## src/rtl/core/brc_pkg.sv

```systemverilog
`default_nettype none

package brc_pkg;

   localparam int BUTTON_BITS_DEFAULT = 8;

   // round modes
   localparam logic [1:0] MODE_IDLE  = 2'd0;
   localparam logic [1:0] MODE_COUNT = 2'd1;
   localparam logic [1:0] MODE_COOL  = 2'd2;

   // item kinds carried on req_tuser
   localparam logic OP_POLL = 1'b0;
   localparam logic OP_TICK = 1'b1;

   // configuration register indexes
   localparam logic CSR_ROUND_SECONDS    = 1'b0;
   localparam logic CSR_TICKS_PER_SECOND = 1'b1;

   localparam logic [8:0] ROUND_SECONDS_RESET    = 9'd10;
   localparam logic [6:0] TICKS_PER_SECOND_RESET = 7'd60;

   typedef struct packed {
      logic [8:0] round_seconds;
      logic [6:0] ticks_per_second;
   } csr_type;

   typedef struct packed {
      logic       op;
      logic [7:0] p2_before;
      logic [7:0] p2_now;
      logic [7:0] p1_before;
      logic [7:0] p1_now;
   } item_type;

   typedef struct packed {
      logic [1:0]  mode;
      logic [15:0] tick_total;
      logic        tick_step;
      logic [15:0] button_latch;
      logic [15:0] hit_total;
      logic [6:0]  subsecond_ticks;
      logic [8:0]  seconds_total;
   } state_type;

   // first member is the top bits: mode ends up lowest
   typedef struct packed {
      logic        round_over;
      logic        hit_now;
      logic [15:0] chosen_buttons;
      logic [8:0]  elapsed_seconds;
      logic [15:0] elapsed_ticks;
      logic [15:0] hits;
      logic [1:0]  mode;
   } result_type;

   // lowest newly pressed button, one-hot, or zero
   function automatic logic [7:0] first_new_press(input logic [7:0] now,
                                                  input logic [7:0] prior,
                                                  input logic [7:0] mask);
      logic [7:0] fresh;
      fresh = now & ~prior & mask;
      return fresh & (~fresh + 8'd1);
   endfunction

endpackage

`default_nettype wire

```

## src/rtl/core/brc_step.sv

```systemverilog
`default_nettype none

module brc_step #(
   parameter int BUTTON_BITS = brc_pkg::BUTTON_BITS_DEFAULT
) (
   input  brc_pkg::item_type   item,
   input  brc_pkg::state_type  cur,
   input  brc_pkg::csr_type    csr,
   output brc_pkg::state_type  nxt,
   output brc_pkg::result_type result
);
   import brc_pkg::*;

   localparam logic [7:0] BTN_MASK = 8'((1 << BUTTON_BITS) - 1);

   logic [15:0] pressed;
   logic [15:0] round_limit;
   logic [16:0] cool_limit;
   logic [7:0]  sub_next;
   logic        hit;
   logic        over;

   assign pressed = {first_new_press(item.p2_now, item.p2_before, BTN_MASK),
                     first_new_press(item.p1_now, item.p1_before, BTN_MASK)};
   // 7 x 9 bits never exceeds 16 bits
   assign round_limit = {9'd0, csr.ticks_per_second} * {7'd0, csr.round_seconds};
   assign cool_limit  = {9'd0, csr.ticks_per_second, 1'b0};
   assign sub_next    = {1'b0, cur.subsecond_ticks} + 8'd1;

   always_comb begin
      nxt  = cur;
      hit  = 1'b0;
      over = 1'b0;
      if (item.op == OP_TICK) begin
         nxt.tick_total = cur.tick_total + {15'd0, cur.tick_step};
         if (cur.mode == MODE_COUNT && cur.tick_step) begin
            if (sub_next >= {1'b0, csr.ticks_per_second}) begin
               nxt.subsecond_ticks = '0;
               if (cur.seconds_total != '1) begin
                  nxt.seconds_total = cur.seconds_total + 9'd1;
               end
            end else begin
               nxt.subsecond_ticks = sub_next[6:0];
            end
         end
      end else begin
         unique case (cur.mode)
            MODE_IDLE: begin
               if (pressed != '0) begin
                  nxt.hit_total       = 16'd1;
                  nxt.tick_total      = '0;
                  nxt.tick_step       = 1'b1;
                  nxt.button_latch    = pressed;
                  nxt.subsecond_ticks = '0;
                  nxt.seconds_total   = '0;
                  nxt.mode            = MODE_COUNT;
                  hit                 = 1'b1;
               end
            end
            MODE_COUNT: begin
               if ((pressed & cur.button_latch) != '0) begin
                  nxt.hit_total = cur.hit_total + 16'd1;
                  hit           = 1'b1;
               end
               if (cur.tick_total >= round_limit) begin
                  nxt.tick_step  = 1'b1;
                  nxt.tick_total = '0;
                  nxt.mode       = MODE_COOL;
                  over           = 1'b1;
               end
            end
            MODE_COOL: begin
               if ({1'b0, cur.tick_total} >= cool_limit) begin
                  nxt.mode = MODE_IDLE;
               end
            end
            default: begin
               // unreachable code: polls leave the state alone
            end
         endcase
      end
   end

   always_comb begin
      result.mode            = nxt.mode;
      result.hits            = nxt.hit_total;
      result.elapsed_ticks   = nxt.tick_total;
      result.elapsed_seconds = nxt.seconds_total;
      result.chosen_buttons  = nxt.button_latch;
      result.hit_now         = hit;
      result.round_over      = over;
   end

endmodule

`default_nettype wire

```

## src/rtl/core/button_press_rate_counter.sv

```systemverilog
`default_nettype none

// channel  dir  width  contents
// req      in   32+1   tdata: p1_now, p1_before, p2_now, p2_before; tuser: op
// rsp      out  64     tdata: mode, hits, elapsed_ticks, elapsed_seconds,
//                      chosen_buttons, hit_now, round_over
// csr      in   1+1+9  write enable, register index, write data
//
// One transaction per cycle in each direction while rsp is not stalled; a
// request passes through the input register, then the result register.
// The rate is set by the combinational state update between the two registers.
// A stalled rsp holds its data; req stays ready while the input register can
// drain or is empty. Reset is synchronous and restores the power-up state
// and the default configuration.
module button_press_rate_counter #(
   parameter int BUTTON_BITS = brc_pkg::BUTTON_BITS_DEFAULT
) (
   input  wire logic        clock,
   input  wire logic        reset,
   input  wire logic        req_tvalid,
   output logic             req_tready,
   // [7:0] p1_now, [15:8] p1_before, [23:16] p2_now, [31:24] p2_before
   input  wire logic [31:0] req_tdata,
   // [0] op
   input  wire logic        req_tuser,
   output logic             rsp_tvalid,
   input  wire logic        rsp_tready,
   // [1:0] mode, [17:2] hits, [33:18] elapsed_ticks, [42:34] elapsed_seconds,
   // [58:43] chosen_buttons, [59] hit_now, [60] round_over, [63:61] zero
   output logic [63:0]      rsp_tdata,
   input  wire logic        csr_we,
   input  wire logic        csr_index,
   input  wire logic [8:0]  csr_wdata
);
   import brc_pkg::*;

   csr_type    csr_ff, csr_in;
   item_type   item_ff;
   logic       in_valid_ff, in_valid_in;
   state_type  state_ff, state_in;
   result_type result_ff, result_in;
   logic       rsp_valid_ff, rsp_valid_in;
   logic       req_take;
   logic       out_free;
   logic       advance;

   assign out_free   = !rsp_valid_ff || rsp_tready;
   assign advance    = in_valid_ff && out_free;
   assign req_tready = !in_valid_ff || out_free;
   assign req_take   = req_tvalid && req_tready;

   assign in_valid_in  = req_take ? 1'b1 : (advance ? 1'b0 : in_valid_ff);
   assign rsp_valid_in = advance ? 1'b1 : (rsp_tready ? 1'b0 : rsp_valid_ff);

   always_comb begin
      csr_in = csr_ff;
      if (csr_we) begin
         unique case (csr_index)
            CSR_ROUND_SECONDS:    csr_in.round_seconds    = csr_wdata;
            CSR_TICKS_PER_SECOND: csr_in.ticks_per_second = csr_wdata[6:0];
            default:              csr_in = csr_ff;
         endcase
      end
   end

   brc_step #(
      .BUTTON_BITS(BUTTON_BITS)
   ) u_step (
      .item  (item_ff),
      .cur   (state_ff),
      .csr   (csr_ff),
      .nxt   (state_in),
      .result(result_in)
   );

   always_ff @(posedge clock) begin
      if (reset) begin
         csr_ff.round_seconds    <= ROUND_SECONDS_RESET;
         csr_ff.ticks_per_second <= TICKS_PER_SECOND_RESET;
         in_valid_ff             <= 1'b0;
         rsp_valid_ff            <= 1'b0;
         state_ff                <= '0;
      end else begin
         csr_ff       <= csr_in;
         in_valid_ff  <= in_valid_in;
         rsp_valid_ff <= rsp_valid_in;
         if (advance) begin
            state_ff <= state_in;
         end
      end
   end

   always_ff @(posedge clock) begin
      if (req_take) begin
         item_ff <= {req_tuser, req_tdata[31:24], req_tdata[23:16],
                     req_tdata[15:8], req_tdata[7:0]};
      end
      if (advance) begin
         result_ff <= result_in;
      end
   end

   assign rsp_tvalid = rsp_valid_ff;
   assign rsp_tdata  = {3'd0, result_ff};

`ifndef SYNTHESIS
   // the step only becomes 1 at the first round start and never drops
   a_step_before_first_round: assert property (@(posedge clock) disable iff (reset)
      !state_ff.tick_step |-> state_ff.mode == MODE_IDLE && state_ff.tick_total == '0)
      else $error("tick step clear outside the power-up idle state");

   a_round_over_enters_cool: assert property (@(posedge clock) disable iff (reset)
      rsp_valid_ff && result_ff.round_over |->
         result_ff.mode == MODE_COOL && result_ff.elapsed_ticks == '0)
      else $error("round end without cool-down and cleared ticks");

   a_hit_while_counting: assert property (@(posedge clock) disable iff (reset)
      rsp_valid_ff && result_ff.hit_now && !result_ff.round_over |->
         result_ff.mode == MODE_COUNT && result_ff.chosen_buttons != '0)
      else $error("hit reported outside a counting round");

   a_blocked_item_held: assert property (@(posedge clock) disable iff (reset)
      in_valid_ff && !out_free |=> in_valid_ff && $stable(item_ff) && $stable(state_ff))
      else $error("pending item or state changed while the result stage was full");
`endif

endmodule

`default_nettype wire
```

## config.mk

```make
export PLATFORM = sky130hd
export DESIGN_NAME = button_press_rate_counter
export DESIGN_NICKNAME = d
export VERILOG_FILES = /design/src/rtl/core/brc_pkg.sv /design/src/rtl/core/brc_step.sv /design/src/rtl/core/button_press_rate_counter.sv
export SDC_FILE = /design/constraint.sdc
export NUM_CORES = 1
export LEC_CHECK = 0
export BUFFER_PORTS_ARGS = -buffer_cell sky130_fd_sc_hd__buf_2
export CAP_MARGIN = 20
export CORE_ASPECT_RATIO = 1.5
export CORE_MARGIN = 2
export CORE_UTILIZATION = 30
export DETAILED_ROUTE_END_ITERATION = 8
export HOLD_SLACK_MARGIN = 0.02
export SLEW_MARGIN = 0
export SYNTH_ARGS = -nofsm -noshare
export SYNTH_HDL_FRONTEND = slang
export SYNTH_SLANG_ARGS = --single-unit
```

## constraint.sdc

```tcl
create_clock -name clock -period 7.9 [get_ports clock]
set_clock_uncertainty 0.05 [all_clocks]
set_input_delay 0.79 -clock clock [delete_from_list [all_inputs] [get_ports clock]]
set_output_delay 0.79 -clock clock [all_outputs]
set_load 0.01 [all_outputs]
```

==> results of run 1 <==
-- critical path: cells and delay by family, from the launching register on --
kind,cells,cell delay (ns)
adder cells (fa/ha/maj),6,2.80
AO/OA/AOI/OAI,8,1.99
AND/OR/NAND/NOR,5,0.58
flip-flops,1,0.55
buffers and inverters,4,0.41
XOR/XNOR,1,0.12
multiplexers,1,0.12
-- layer usage --
metal  global-route usage  routed length (um)
met5                    0                   0
met4               0.0587                 707
met3               0.0290                1250
met2                0.275               14800
met1                0.170               11200
-- cells by family after synthesis --
logic type      after synthesis  synth area share
fa+ha+maj                   103             0.141
compound gates              241             0.153
other cells                   1          0.000343
flops                       179             0.414
mux                           9           0.00904
simple gates                457             0.217
xor+xnor                     22            0.0176
buf+inv                     123            0.0476
-- power by group --
| group | leakage (nW) | switching, mW | internal [mW] |
|---|---|---|---|
| Sequential | 1.58 | 0.0307 | 1.02 |
| Clock | 0.289 | 0.377 | 0.490 |
| Combinational | 3.17 | 0.282 | 0.173 |
| Total | 5.04 | 0.689 | 1.68 |
-- flip-flops by register name, indices dropped and copies added, names as in the netlist --
register,cells
rsp_tdata,61
rsp_tvalid,1
in_valid_ff,1
state_ff,67
csr_ff,16
item_ff,33
-- worst min-delay path by stage --
stage	start	endpoint	slack, ns	cells past startpoint
finish	state_ff[23]	state_ff[23]	0.42	2
global route	req_tdata[24]	item_ff[24]	0.45	1
CTS	state_ff[23]	state_ff[23]	0.43	2
detailed placement	state_ff[23]	state_ff[23]	0.41	2
global placement	state_ff[23]	state_ff[23]	0.40	2
floorplan	csr_ff[1]	csr_ff[1]	0.39	2
-- area by class of cell --
type | instances | area share
multi-input combinational | 835 | 0.473
inverter | 59 | 0.0180
clock buffer | 20 | 0.0367
timing repair buffer | 118 | 0.0490
sequential | 179 | 0.363
clock inverter | 12 | 0.0119
tap | 478 | 0.0480
-- cell usage after synthesis, drive strengths merged (4+ instances only) --
cell type  number
nor2           51
fa             34
or3            10
o2111ai         9
nor4b           4
mux2i           5
nor4           10
a311oi         29
or2             4
ha             69
xor2           13
a31oi          16
buf            25
o21a            9
dfxtp          85
o211a           4
and3           16
and2           61
o311ai          7
a21oi          50
nand2         132
nor3           24
clkbuf         39
a21o           10
nand4          20
xnor2           9
edfxtp         94
o21ai          57
mux2            4
nand2b         18
or4             6
nor2b          12
o22ai           4
o31ai           5
inv            57
nand3          74
and3b           4
o211ai          8
-- cell usage in the layout, fill, tap and decap left out, types with 20 or more instances in the layout --
cell and n:
o21ai_0 53, and2_1 61, dfxtp_1 85, nand4_1 20
nor3_1 23, edfxtp_1 94, buf_2 110, nand3_1 74
a21oi_1 49, inv_1 56, a311oi_1 28, fa_1 34
nor2_1 49, nand2_1 130, ha_1 69
==> run metrics, run 1 <==
status complete, no violations; Worst VDD drop 0.110 mV; CTS tree done; starting density of the core 0.304; clock sink count about 180; total setup buffers inserted after CTS 0; Remaining Overflow, GRT 0; Die X around 160 um; global-route wire length before repair 45,600 um; CP Max Fanout 25; All-Layer GR Usage 0.150; Cell Area, Synth 10,900 um^2; Seq cells post-synth ~180; max_cap viols 0; drt wl/cell 16.5 um; Crit path required time 8.18 ns; io pins 114; n_diodes 0; filler instances 3,719; Post-synth ARST share 0; Area after DPL 11,900 um^2; die area between 30,000 and 40,000 um^2; row cnt 85; Clk Latency, worst-skew pair roughly 0.43 ns; TNS Setup 0 ns; Finished Layout Cells approximately 1,700; largest cells by area after synthesis edfxtp_1 26%, dfxtp_1 16%, ha_1 7.9%, fa_1 6.2%, nand2_1 4.5%; Setup crit end state_ff[52]; DRT iter0 DRCs 499; r2r setup slk 1.17 ns; PD cells 191 nW/um^2; Mapped Cells roughly 1,100; maximum single-stage delay on the critical path 0.55 ns; Lkg Pwr 5.04 nW; Remaining DRCs 0; CP arrival 7.01 ns; drt via density 5.10; Worst setup EP type flop; pre-CTS WS 1.17 ns; H-tree depth 4; Slew Viols, Final 0; Detail Route Antenna Nets 0; final hold vios 0; # setup viols final 0; most area-hungry cell type in the Yosys netlist edfxtp_1; reg2reg start csr_ff[6]; DR vias 8,673; hold buffer count at CTS 0; Worst setup SP type flop; register area share after synthesis 0.414; Clock Tree Buf Depth 2; Total Routed Length approximately 28,000 um; clock buffer count from CTS 17; CP max-delay cell dfxtp_1; NumNets Final between 1,000 and 1,500; EDFF count, synth 94; storage element area between 4000 and 5000 um^2; register clock-pin slew on the reported worst setup and hold paths 0.07 ns; multi-input logic area 5890 um^2; Final min period 6.73 ns; RSZ-0062 raised after global routing false; top-area cell type share of the netlist area 0.258; # placed instances 1,669; pin count of the biggest net entering global routing between 60 and 70; DRT Pass-1 Iters 5; Setup WS post-layout around 1.2 ns; total design power 2.37 mW; FF-to-FF path depth 25; share of post-route cells with drive strength above 1 0.142; Synth cell types 84; vias in the first global route 8,705; Main synth FF type edfxtp_1; CTS root buffer clkbuf_16; worst hold margin about 0.42 ns; PortBufs 110; Highest Clock Rate approximately 0.15 GHz; Least-Margin Pin Slew 0.831 ns; Mean Syn Cell Area a little under 10 um^2; RePlAce Congestion between 0.8 and 0.9; max_slew headroom 0.446; crit path from csr_ff[6]; YS warnings 0; post-route cell area around 12,000 um^2; post-layout util 0.347; CP Class flop to flop; initial antenna violation count 0; Area Growth Syn to Fin 13.9%; r2r endpoint state_ff[52]; cell repeated most along the worst path fa_1; final worst path period share 0.852; CTS resizes 0; chip height 238 um; DP Wirelength roughly 20,000 um; HP Class flop to flop; Core Area 35,900 um^2
Note: power is estimated with default switching activity, not from simulation.
==> run 2: changes to the inputs <==
MAX_ROUTING_LAYER = met4   (was default)
==> run metrics, run 2 (synthesis results as in run 1) <==
Crit path depth 25; Total Routed Length 27,900 um; register share of total power 0.454; hold path startpoint state_ff[23]; Setup WS post-layout around 1.2 ns; r2r setup slk 1.16 ns; Area Growth Syn to Fin 13.6%; H-tree depth 4; post-route cell area 12,400 um^2; Core Area between 30,000 and 40,000 um^2; CTS tree done; Lkg Pwr 5.02 nW; final hold vios 0; DRT iter0 DRCs around 370; cell repeated most along the worst path fa_1; Finished Layout Cells between 1,500 and 2,000; Cell Int Power around 1.6 mW; pin count of the biggest net entering global routing 66; switching power roughly 0.69 mW; Remaining Overflow, GRT 0; FF-to-FF path depth 25; # placed instances between 1,500 and 2,000; commonest non-fill, non-tap cell in the layout nand2_1; Area after DPL 11,900 um^2; multi-input logic area 5890 um^2; Hold Crit Depth 2; Worst VDD drop 0.118 mV; most frequent cells in the layout 130 x nand2_1, 110 x buf_2, 94 x edfxtp_1, 85 x dfxtp_1, 74 x nand3_1; vias in the first global route 8,512; # setup viols final 0; clock sink count 179; chip height 238 um; Worst setup EP type flop; filler instances 3,710; NumNets Final 1,362; Detail Route Antenna Nets 0; Clk Latency, worst-skew pair approximately 0.43 ns; Sw Share 0.300; Clk network pwr share 0.350; Biggest register state_ff; PortBufs 110; DP Wirelength 20,500 um; io pins 114; r2r endpoint state_ff[52]; PD cells between 150 and 200 nW/um^2; Slew Viols, Final 0; Least-Margin Pin Slew 0.774 ns; clock buffer count from CTS 17; CTS resizes 0; Worst setup SP type flop; CP Max Fanout 25; drt via density just over 5; starting density of the core 0.304; crit path buf inv count 4; register clock-pin slew on the reported worst setup and hold paths 0.08 ns; TNS Setup 0 ns; maximum single-stage delay on the critical path roughly 0.56 ns; combinational share of power 0.195; Top Family by Delay on Critical Path adder cells; Die X 160 um; DR vias 8,703; Clock Tree Buf Depth 2; CP max-delay cell fa_1; HP Class flop to flop; Worst Hold End state_ff[23]; CTS root buffer clkbuf_16; Remaining DRCs 0; row cnt 85; initial antenna violation count 0; global-route wire length before repair 45,100 um; Final min period 6.74 ns; Highest Clock Rate 0.148 GHz; max_cap viols 0; hold buffer count at CTS 0; status complete, no violations; number of flip-flops in the largest register 67; All-Layer GR Usage 0.152; RSZ-0062 raised after global routing false; max_slew headroom 0.484; CP Class flop to flop; die area 38,000 um^2; reg2reg start csr_ff[6]; drt wl/cell 16.4 um; RePlAce Congestion 0.882; share of post-route cells with drive strength above 1 0.143; CP arrival 7.01 ns; DRT Pass-1 Iters 5; Crit path required time 8.17 ns; pre-CTS WS 1.16 ns; final worst path period share 0.853; total setup buffers inserted after CTS 0; storage element area 4520 um^2
[run 2: layer usage]
| metal | share of wire | track usage |
|---|---|---|
| met3 | 0.041 | 0.0305 |
| met5 | 0 | - |
| met4 | 0.024 | 0.0530 |
| met2 | 0.53 | 0.273 |
| met1 | 0.40 | 0.167 |
[run 2: layout make-up]
cell class | count | area share
Tap cell | 478 | 0.0482
Timing Repair Buffer | 119 | 0.0498
Antenna cell | 1 | 0.000202
Clock buffer | 19 | 0.0365
Multi-Input combinational cell | 835 | 0.475
Inverter | 59 | 0.0180
Clock inverter | 13 | 0.00826
Sequential cell | 179 | 0.364
[run 2: power by group through the flow]
stage	combinational, mW	sequential, mW	clock [mW]
2_1_floorplan	0.339	1.07	0
3_3_place_gp	0.453	1.07	0
3_5_place_dp	0.458	1.07	0
4_1_cts	0.461	1.05	0.828
5_1_grt	0.517	1.06	0.866
6_report	0.451	1.05	0.810
[run 2: stage by stage]
stage	util	hold slack [ns]	total power, mW
2_1_floorplan	-	0.385	1.41
3_3_place_gp	0.330	0.405	1.52
3_5_place_dp	0.330	0.425	1.53
4_1_cts	0.345	0.438	2.34
5_1_grt	0.345	0.455	2.44
6_report	0.345	0.433	2.31
[run 2: worst max-delay path by stage]
stage              start       endpoint  slack [ns]
2_1_floorplan  csr_ff[6]  rsp_tdata[27]        1.82
3_3_place_gp   csr_ff[6]   state_ff[52]        1.31
3_5_place_dp   csr_ff[6]   state_ff[52]        1.16
4_1_cts        csr_ff[6]   state_ff[52]        1.12
5_1_grt        csr_ff[6]   state_ff[52]        0.69
6_report       csr_ff[6]   state_ff[52]        1.16
[run 2: worst register-to-register path: stages (launching register included)]
cell and delay [ns]:
dfxtp_1 0.54, nand2_1 0.14, fa_1 0.55, fa_1 0.56
inv_1 0.06, fa_1 0.53, inv_1 0.05, fa_1 0.53
inv_1 0.04, ha_1 0.33, o21a_1 0.12, o31a_1 0.12
o211ai_1 0.17, nand2_1 0.09, a41o_1 0.26, o41ai_1 0.32
xor2_1 0.13, ha_1 0.31, nand2_1 0.05, a2111oi_0 0.36
nor2_1 0.07, o22ai_1 0.36, mux2i_2 0.12, buf_4 0.24
and4_1 0.22, a311o_1 0.31
==> run 3: changes to the inputs <==
CORE_UTILIZATION = 45   (was 30)
==> run metrics, run 3 (synthesis results as in run 1) <==
status complete, no violations; PortBufs 110; Lkg Pwr approximately 5 nW; Cell Int Power 1.61 mW; PD cells 189 nW/um^2; Highest Clock Rate 0.149 GHz; global-route wire length before repair 43,200 um; CTS root buffer clkbuf_16; TNS Setup 0 ns; met3 usage 0.0290; RePlAce Congestion about 0.86; H-tree depth 4; CTS resizes 0; crit path from csr_ff[5]; Area after DPL 11,700 um^2; r2r setup slk ~1.2 ns; max_cap viols 0; DRT iter0 DRCs 589; Most Crowded Layer GR met2; Least-Margin Pin Slew 0.925 ns; HP Class flop to flop; io pins 114; CP Class flop to flop; DP Wirelength 18,800 um; CTS tree done; reg2reg start csr_ff[5]; maximum single-stage delay on the critical path 0.56 ns; chip height 195 um; row cnt a little under 70; Setup crit end state_ff[52]; FF-to-FF path depth 25; combinational share of power 0.196; total setup buffers inserted after CTS 0; storage element area roughly 4500 um^2; post-route cell area 12,200 um^2; Setup WS post-layout 1.20 ns; vias in the first global route 8,573; most frequent cells in the layout 130 x nand2_1, 110 x buf_2, 94 x edfxtp_1, 85 x dfxtp_1, 74 x nand3_1; drt via density 5.63; register clock-pin slew on the reported worst setup and hold paths 0.07 ns; Detail Route Antenna Nets 0; met1 global-route usage 0.243; RSZ-0062 raised after global routing false; clock buffer count from CTS 17; Remaining Overflow, GRT 0; initial antenna violation count 0; Finished Layout Cells approximately 1,500; starting density of the core 0.459; Slew Viols, Final 0; switching power 0.703 mW; NumNets Final 1,361; total design power 2.31 mW; Sw Share 0.304; Remaining DRCs 0; commonest non-fill, non-tap cell in the layout nand2_1; grt met2 use 0.390; Clk network pwr share 0.348; Worst VDD drop between 0.1 and 0.15 mV; number of flip-flops in the largest register 67; Final min period ~6.7 ns; r2r endpoint state_ff[52]; Clk Latency, worst-skew pair 0.45 ns; hold path startpoint state_ff[23]; register share of total power 0.456; CP Max Fanout 25; hold buffer count at CTS 0; die area roughly 26,000 um^2; DRT Pass-1 Iters 6; max_slew headroom 0.383; multi-input logic area 5890 um^2; CP max-delay cell fa_1; Worst setup EP type flop; Area Growth Syn to Fin 11.6%; # setup viols final 0; final worst path period share 0.849; n_diodes 0; drt wl/cell approximately 17 um; Biggest register state_ff; Total Routed Length 26,200 um; pin count of the biggest net entering global routing 81; pre-CTS WS 1.23 ns; cell repeated most along the worst path fa_1; DR vias 8,678; filler instances between 2,000 and 2,500; clock sink count 179; final hold vios 0; Die X 131 um; Clock Tree Buf Depth 2; share of post-route cells with drive strength above 1 0.142; Crit path required time 8.19 ns; CP arrival 6.99 ns; # placed instances around 1,500; Worst setup SP type flop; worst hold margin 0.426 ns; All-Layer GR Usage 0.216; post-layout util 0.512; Core Area 23,800 um^2
## run 3: cell count changes in the layout (fill, tap and decap cells not counted)
cell and delta:
clkinv_4 +1, clkinv_1 -1, clkinv_8 -1, buf_4 -1
clkinv_2 -2, clkbuf_8 -2, diode_2 -1, clkbuf_1 +1
clkinvlp_4 -1, inv_8 +2, inv_4 +3
## run 3: critical path, delay by kind of cell (launching register included)
| family | cells | cell delay [ns] |
|---|---|---|
| fa+ha+maj | 6 | 2.78 |
| flops | 1 | 0.53 |
| mux | 1 | 0.12 |
| compound gates | 8 | 2.03 |
| simple gates | 5 | 0.55 |
| buf+inv | 4 | 0.40 |
| xor+xnor | 1 | 0.13 |
## run 3: power by group through the flow
stage / registers (mW) / logic, mW / clock network, mW
after floorplan: 1.07 / 0.339 / 0
after global placement: 1.07 / 0.458 / 0
after detailed placement: 1.07 / 0.459 / 0
after CTS: 1.05 / 0.461 / 0.820
after global routing: 1.06 / 0.520 / 0.852
final: 1.05 / 0.453 / 0.804
## run 3: layer usage
metal	wire length, um	share of wire
met1	10600	0.41
met2	14000	0.54
met3	852	0.033
met4	639	0.024
met5	0	0
## run 3: area by class of cell
| type | count | area share |
|---|---|---|
| multi-input combinational | 835 | 0.483 |
| sequential | 179 | 0.371 |
| timing repair buffer | 118 | 0.0501 |
| clock buffer | 18 | 0.0352 |
| tap | 319 | 0.0327 |
| inverter | 59 | 0.0184 |
| clock inverter | 14 | 0.00944 |
## run 3: how the worst min path moves through the flow
stage	depth (start not counted)	slack, ns	endpoint
detailed placement	2	0.42	state_ff[23]
CTS	2	0.43	state_ff[23]
floorplan	2	0.39	csr_ff[1]
finish	2	0.43	state_ff[23]
global route	1	0.46	item_ff[19]
global placement	2	0.41	state_ff[23]
